--- config.mk ---
export PLATFORM = sky130hd
export DESIGN_NAME = rsk_ctrl
export DESIGN_NICKNAME = d
export VERILOG_FILES = /design/src/hdl/record_stack_with_key_delete_top_defines.svh /design/src/hdl/rsk_pkg.sv /design/src/hdl/rsk_ctrl.sv
export SDC_FILE = /design/constraint.sdc
export NUM_CORES = 1
export LEC_CHECK = 0
export ABC_AREA = 0
export ABC_CLOCK_PERIOD_IN_PS = 1600
export CELL_PAD_IN_SITES_DETAIL_PLACEMENT = 0
export CELL_PAD_IN_SITES_GLOBAL_PLACEMENT = 1
export CORE_MARGIN = 5
export CORE_UTILIZATION = 32
export CTS_BUF_LIST = sky130_fd_sc_hd__clkbuf_4 sky130_fd_sc_hd__clkbuf_8
export CTS_CLUSTER_DIAMETER = 30
export DETAILED_ROUTE_END_ITERATION = 6
export DONT_BUFFER_PORTS = 1
export GPL_ROUTABILITY_DRIVEN = 0
export HOLD_SLACK_MARGIN = 0.1
export PLACE_DENSITY = 0.59
export SYNTH_ARGS = -nofsm -noshare
export SYNTH_HDL_FRONTEND = slang
export SYNTH_SLANG_ARGS = --single-unit
--- constraint.sdc ---
create_clock -name clock -period 1.6 [get_ports clock]
set_input_delay 0.24 -clock clock [delete_from_list [all_inputs] [get_ports clock]]
set_output_delay 0.24 -clock clock [all_outputs]
set_load 0.02 [all_outputs]
--- src/hdl/record_stack_with_key_delete_top_defines.svh ---
// ----------------------------------------------------------------------------
// Record stack assertion macros
// Shared concurrent assertion forms for the record stack RTL.
// ----------------------------------------------------------------------------
`ifndef RECORD_STACK_WITH_KEY_DELETE_TOP_DEFINES_SVH
`define RECORD_STACK_WITH_KEY_DELETE_TOP_DEFINES_SVH

// same-cycle implication, checked outside reset
`define RSK_ASSERT_IMP(lbl, clk, rst, ante, cons) \
   lbl: assert property (@(posedge clk) disable iff (rst) (ante) |-> (cons)) \
      else $error("record stack check failed");

// next-cycle implication, checked outside reset
`define RSK_ASSERT_NXT(lbl, clk, rst, ante, cons) \
   lbl: assert property (@(posedge clk) disable iff (rst) (ante) |=> (cons)) \
      else $error("record stack check failed");

`endif

--- src/hdl/rsk_pkg.sv ---
// ----------------------------------------------------------------------------
// Record stack package
// Codes, command/status types and name helpers shared by the stack modules.
// ----------------------------------------------------------------------------
package rsk_pkg;

   localparam int NAME_CHARS = 29;
   localparam int NAME_W     = 8 * NAME_CHARS;   // 232 bits, parts 64/64/64/40
   localparam int AGE_W      = 8;
   localparam int ENTRY_W    = NAME_W + AGE_W;
   localparam int CAP_W      = 5;
   localparam int CNT_OUT_W  = 5;
   localparam logic [CAP_W-1:0] CAP_RESET = 5'd10;

   // operation codes
   localparam logic [1:0] OP_PUSH  = 2'd0;
   localparam logic [1:0] OP_POP   = 2'd1;
   localparam logic [1:0] OP_DEL   = 2'd2;
   localparam logic [1:0] OP_CLEAR = 2'd3;

   // result status codes
   localparam logic [1:0] ST_DONE     = 2'd0;
   localparam logic [1:0] ST_FULL     = 2'd1;
   localparam logic [1:0] ST_EMPTY    = 2'd2;
   localparam logic [1:0] ST_NOTFOUND = 2'd3;

   typedef enum logic [1:0] {
      IDX_HOLD = 2'd0,
      IDX_TOP  = 2'd1,
      IDX_DEC  = 2'd2,
      IDX_INC  = 2'd3
   } idx_op_type;

   typedef enum logic [1:0] {
      CNT_HOLD = 2'd0,
      CNT_INC  = 2'd1,
      CNT_DEC  = 2'd2,
      CNT_CLR  = 2'd3
   } cnt_op_type;

   typedef enum logic [1:0] {
      WR_NONE  = 2'd0,
      WR_PUSH  = 2'd1,
      WR_SHIFT = 2'd2
   } wr_sel_type;

   typedef struct packed {
      logic       latch_req;
      idx_op_type idx_op;
      cnt_op_type cnt_op;
      wr_sel_type wr_sel;
      logic       set_status;
      logic [1:0] status_val;
      logic       cap_pop;
      logic       rsp_load;
   } rsk_cmd_type;

   typedef struct packed {
      logic [1:0] op;
      logic       full;
      logic       empty;
      logic       match;
      logic       idx_zero;
      logic       above;
   } rsk_stat_type;

   // zero every byte from the first zero byte on
   function automatic logic [NAME_W-1:0] canon_name(input logic [NAME_W-1:0] name);
      logic              ended;
      logic [NAME_W-1:0] res;
      ended = 1'b0;
      res   = '0;
      for (int i = 0; i < NAME_CHARS; i++) begin
         if (name[8*i +: 8] == 8'd0) begin
            ended = 1'b1;
         end
         res[8*i +: 8] = ended ? 8'd0 : name[8*i +: 8];
      end
      return res;
   endfunction

endpackage

--- src/hdl/rsk_ctrl.sv ---
// ----------------------------------------------------------------------------
// Record stack controller
// Sequences push, pop, delete scan/shift and clear; owns the response valid.
// ----------------------------------------------------------------------------
module rsk_ctrl (
   input  logic                  clock,
   input  logic                  reset,
   input  logic                  req_valid,
   output logic                  req_ready,
   output logic                  rsp_valid,
   input  logic                  rsp_ready,
   input  rsk_pkg::rsk_stat_type stat,
   output rsk_pkg::rsk_cmd_type  cmd
);

   typedef enum logic [5:0] {
      S_IDLE  = 6'b000001,
      S_EXEC  = 6'b000010,
      S_POPRD = 6'b000100,
      S_SCAN  = 6'b001000,
      S_SHIFT = 6'b010000,
      S_RESP  = 6'b100000
   } state_type;

   state_type state_ff, state_in;
   logic      rsp_valid_ff, rsp_valid_in;

   always_comb begin
      state_in       = state_ff;
      cmd            = '0;
      cmd.idx_op     = rsk_pkg::IDX_HOLD;
      cmd.cnt_op     = rsk_pkg::CNT_HOLD;
      cmd.wr_sel     = rsk_pkg::WR_NONE;
      cmd.status_val = rsk_pkg::ST_DONE;
      req_ready      = 1'b0;
      rsp_valid_in   = rsp_valid_ff && !rsp_ready;
      case (state_ff)
         S_IDLE: begin
            req_ready = 1'b1;
            if (req_valid) begin
               cmd.latch_req = 1'b1;
               state_in      = S_EXEC;
            end
         end
         S_EXEC: begin
            cmd.set_status = 1'b1;
            case (stat.op)
               rsk_pkg::OP_PUSH: begin
                  if (stat.full) begin
                     cmd.status_val = rsk_pkg::ST_FULL;
                  end else begin
                     cmd.wr_sel = rsk_pkg::WR_PUSH;
                     cmd.cnt_op = rsk_pkg::CNT_INC;
                  end
                  state_in = S_RESP;
               end
               rsk_pkg::OP_POP: begin
                  if (stat.empty) begin
                     cmd.status_val = rsk_pkg::ST_EMPTY;
                     state_in       = S_RESP;
                  end else begin
                     cmd.idx_op = rsk_pkg::IDX_TOP;
                     cmd.cnt_op = rsk_pkg::CNT_DEC;
                     state_in   = S_POPRD;
                  end
               end
               rsk_pkg::OP_DEL: begin
                  if (stat.empty) begin
                     cmd.status_val = rsk_pkg::ST_EMPTY;
                     state_in       = S_RESP;
                  end else begin
                     cmd.idx_op = rsk_pkg::IDX_TOP;
                     state_in   = S_SCAN;
                  end
               end
               default: begin
                  cmd.cnt_op = rsk_pkg::CNT_CLR;
                  state_in   = S_RESP;
               end
            endcase
         end
         S_POPRD: begin
            cmd.cap_pop = 1'b1;
            state_in    = S_RESP;
         end
         S_SCAN: begin
            if (stat.match) begin
               if (stat.above) begin
                  cmd.idx_op = rsk_pkg::IDX_INC;
                  state_in   = S_SHIFT;
               end else begin
                  cmd.cnt_op = rsk_pkg::CNT_DEC;
                  state_in   = S_RESP;
               end
            end else if (stat.idx_zero) begin
               cmd.set_status = 1'b1;
               cmd.status_val = rsk_pkg::ST_NOTFOUND;
               state_in       = S_RESP;
            end else begin
               cmd.idx_op = rsk_pkg::IDX_DEC;
            end
         end
         S_SHIFT: begin
            cmd.wr_sel = rsk_pkg::WR_SHIFT;
            if (stat.above) begin
               cmd.idx_op = rsk_pkg::IDX_INC;
            end else begin
               cmd.cnt_op = rsk_pkg::CNT_DEC;
               state_in   = S_RESP;
            end
         end
         S_RESP: begin
            if (!rsp_valid_ff || rsp_ready) begin
               cmd.rsp_load = 1'b1;
               rsp_valid_in = 1'b1;
               state_in     = S_IDLE;
            end
         end
         default: begin
            state_in = S_IDLE;
         end
      endcase
   end

   always_ff @(posedge clock) begin
      if (reset) begin
         state_ff     <= S_IDLE;
         rsp_valid_ff <= 1'b0;
      end else begin
         state_ff     <= state_in;
         rsp_valid_ff <= rsp_valid_in;
      end
   end

   assign rsp_valid = rsp_valid_ff;

endmodule

Word level (Yosys, flattened, before mapping)
Cells that the tools add are included.
{"block": "word_totals", "register_bits": 7, "inputBits": 11, "elab_cells": 58}
{"block": "classes", "n_eq_ne": 12, "mux": 37, "reduce_logical": 7}
{"op": "two-way mux 6 bit", "n": 8}
{"op": "one-hot mux 6 bit (6 select lines)", "n": 1}
{"op": "two-way mux 2 bit", "n": 7}
{"op": "two-way mux 3 bit", "n": 4}
{"op": "one-hot mux 2 bit (2 select lines)", "n": 3}
{"op": "one-hot mux 4 bit (3 select lines)", "n": 1}
{"op": "one-hot mux 6 bit (2 select lines)", "n": 1}
{"op": "two-way mux 1 bit", "n": 10}
{"op": "== test 6 x 1 -> 1 bit, second input constant", "n": 1}
{"op": "== test 6 x 2 -> 1 bit, second input constant", "n": 1}
{"op": "== test 6 x 3 -> 1 bit, second input constant", "n": 1}
{"op": "== test 6 x 4 -> 1 bit, second input constant", "n": 1}
{"op": "== test 6 x 5 -> 1 bit, second input constant", "n": 1}
{"op": "== test 6 bit, second input constant", "n": 1}
{"op": "!= test 2 bit, second input constant", "n": 3}
{"op": "one-hot mux 2 bit (3 select lines)", "n": 1}
{"op": "one-hot mux 3 bit (2 select lines)", "n": 1}
{"op": "AND reduction 4 bit", "n": 1}
{"op": "!= test 3 bit, second input constant", "n": 1}
{"op": "== test 2 x 1 -> 1 bit, second input constant", "n": 1}
{"op": "== test 2 bit, second input constant", "n": 1}
{"op": "logical NOT 1 bit", "n": 2}
{"op": "logical NOT 2 bit", "n": 1}
{"op": "OR reduction 2 bit", "n": 1}
{"op": "2 further kinds", "n": 2}

Logic depth before layout (Yosys ltp)
{"block": "depth", "depth_word": 4, "ltp_mapped": 6, "mapped_depth_nobuf": 6}

Worst setup path after synthesis
OpenSTA, ideal clock, no wires.
{"block": "synth_timing", "kind": "reg-to-output", "from": "register state_ff[2]", "to": "output port cmd[8] (netlist name)", "t_arrival_ns": 1.732, "required_time_ns": 1.360, "setup_slack_ns": -0.372, "path_stages_with_launch": 6, "path_buffers": 1, "path_cell_list": "dfxtp_1 -> buf_6 -> or4_4 -> nor3b_4 -> nor2_1 -> o21ai_1"}
{"element": "start: declaration", "line_no": "rsk_ctrl.sv:25", "text": "state_type state_ff, state_in;"}
{"element": "start signal: assignment", "line_no": "rsk_ctrl.sv:130", "text": "state_ff <= state_in;"}
{"element": "end: declaration", "line_no": "rsk_ctrl.sv:13", "text": "output rsk_pkg::rsk_cmd_type cmd"}

==> results_dict.tcl <==
set metrics [dict create \
    root_buffer "clkbuf_4" \
    slowest_stage "or4_4" \
    synth_top_area_share 0.201 \
    slew_headroom 0.727 \
    syn_avg_cell_area_um2 7.76 \
    critPathBufInv 0 \
    final.setup.worst_slack_ps -359 \
    grt_setup_unrepaired "true" \
    ys_types 36 \
    cts_buffer_depth 2 \
    violations "negative setup slack" \
    grt_max_degree 9 \
    crit_path_cell_trace "or4_4, nor3b_4, nor2_2, o21ai_4" \
    yosysTopAreaCell "dfxtp_1" \
    cp_data_required_time_ps 1360 \
    min_period_ps 1960 \
    ys_top_cells_by_area "dfxtp_1 (20%), ha_1 (7.2%), nand2_1 (4.3%), nand2b_1 (3.6%), nor3b_2 (3.6%)" \
    remaining_drc_errors 0 \
    num_io_pins 25 \
    worstHoldPathType "in -> reg" \
    place_worst_setup_slack_ps -122 \
    fin_worst_skew_ps 12.2 \
    hold_viol_final 0 \
    wl_um 2170 \
    layout-drive-gt1-share 0.565 \
    fin_tns_setup_ps -3880 \
    final_util 0.517 \
    pwr_density_cell_nw_per_um2 776 \
    path_clk_slew_ps 70 \
    cp_max_fo 3 \
    p_leak_nw 0.491 \
    async_flop_share 0 \
    final_common_cell "buf_4" \
    whs_ps 150 \
    crit_family "simple AND/OR/NAND/NOR gates" \
    power_mw 0.861 \
    clk_latency_ps 280 \
    grt_pass1_vias 828 \
    cts_tree "done" \
    p_int_mw 0.541 \
    drt_iter0_drc 13 \
    ys_ff_latch 7 \
    layout.nets 131 \
    syn_inst 90 \
    status "finished, violations left" \
    port_buffers 0 \
    grt_pass1_wl_um 3510 \
    tightest_slew_ps 405 \
    finalCritPeriodShare 1.22 \
    final_max_slew_viol_count 0 \
    overflow 0 \
    max_cap_violations 0 \
    power_frac_comb 0.504 \
    multi_input_area_um2 644 \
    final_cell_mix "buf_4 (22), buf_6 (6), dfxtp_2 (5)" \
    netlist_area_um2 698 \
    numCtsBuffers 3 \
    slowest_delay_ps 550 \
    antenna_found_initial 0 \
    clockPowerShare 0.236 \
    register_area_um2 150 \
    die_h_um 56.7 \
    die-area_um2 3220 \
    cp.arrival_ps 1720 \
    swShare 0.372 \
    diodes 0 \
    nFillCells 200 \
    hpwl_um 1650 \
    final_antenna_net_count 0 \
    wl_per_cell_um 15.2 \
    clock.fmax_ghz 0.510 \
    crit_path_start_kind "flip-flop" \
    critPathKind "reg -> out" \
    yosysSeqAreaShare 0.201 \
    cp-end-kind "output port" \
    syn_to_final_growth_pct 59.0 \
    die_w_um 56.7 \
    core_area_um2 2150 \
    pwr-share-seq 0.260 \
    setup_viol 13 \
    synthFlopType "dfxtp_1" \
    synth_edf_count 0 \
    ir_drop_mv 0.326 \
    first_pass_iters 4 \
    route.vias.total 769 \
    syn_nets 105 \
    viasPerCell 5.38 \
    initial_utilization 0.325 \
    cts_num_sinks 7 \
    p_sw_mw 0.320 \
    core.rowCount 17 \
    cts_max_level 1 \
    grt_usage 0.144 \
    ys.warnings.count 0 \
]
cell usage after synthesis (3+ instances only):
master and count:
o21ai_0 4, nor3_1 3, nor2_1 6, nand2_1 8, nor2b_1 3, a21oi_1 4, ha_1 4, nand2b_1 4
nand3_1 3, o21ai_1 5, dfxtp_1 7, nor3b_1 3, nor4_1 3
timing repair:
action / CTS / global route
gates resized for setup: 19 / 14
hold endpoints to repair: 7 / 0
buffers inserted: 3 / 3
hold buffers: 1 / 0
endpoints found under the setup margin: 14 / 16
pin swaps: 9 / 13
flip-flops by register name (all words and copies together) (netlist names):
signal     count
state_ff       6
rsp_valid      1
path summary, 6_finish.rpt:
path / depth (start not counted) / to / start / slack [ps]
max reg2reg: 5 / state_ff[1]$_SDFFE_PP0P_ / state_ff[2]$_SDFFE_PP0P_ / -50
max: 4 / cmd[8] / state_ff[2]$_SDFFE_PP0P_ / -360
min reg2reg: 2 / rsp_valid$_SDFF_PP0_ / rsp_valid$_SDFF_PP0_ / 590
min: 2 / state_ff[3]$_SDFFE_PP0P_ / stat[3] / 150
worst register-to-register path: stages, from the launching register on:
cell and delay, ps:
dfxtp_2 330, or4_4 550, buf_4 160, nor3b_4 190, buf_4 180, nor3b_2 150
stage by stage:
stage,instance area (µm²),cells
after global routing,1110,143
after CTS,1030,140
final,1110,143
after global placement,901,132
after floorplan,754,90
after detailed placement,901,132
routing by layer:
metal	up-vias	wire length [µm]	track usage	share of wire
met1	363	842	0.144	0.39
li1	371	-	-	-
met2	31	1140	0.254	0.52
met4	0	56	0.102	0.026
met3	4	133	0.0391	0.061
met5	-	0	0	0
power groups by stage:
stage | Sequential [mW] | Clock (mW) | Combinational, mW
after floorplan | 0.200 | 0 | 0.262
after global placement | 0.216 | 0 | 0.358
after detailed placement | 0.215 | 0 | 0.357
after CTS | 0.218 | 0.208 | 0.392
after global routing | 0.227 | 0.213 | 0.469
final | 0.224 | 0.203 | 0.434
cell families (layout without fill, tap and decap cells):
logic type / count (synthesis) / count (layout) / share of synthesized area
adder cells (fa/ha/maj): 4 / 4 / 0.0717
AND/OR/NAND/NOR: 48 / 48 / 0.450
flip-flops: 7 / 7 / 0.201
XOR/XNOR: 2 / 2 / 0.0251
buffers and inverters: 10 / 35 / 0.0878
AO/OA/AOI/OAI: 19 / 19 / 0.165
area by class of cell:
class / count / share of cell area
Timing Repair Buffer: 29 / 0.219
Multi-Input combinational cell: 73 / 0.581
Clock buffer: 4 / 0.0271
Tap cell: 28 / 0.0316
Inverter: 2 / 0.00676
Sequential cell: 7 / 0.135
Note: power is estimated with default switching activity, not from simulation.
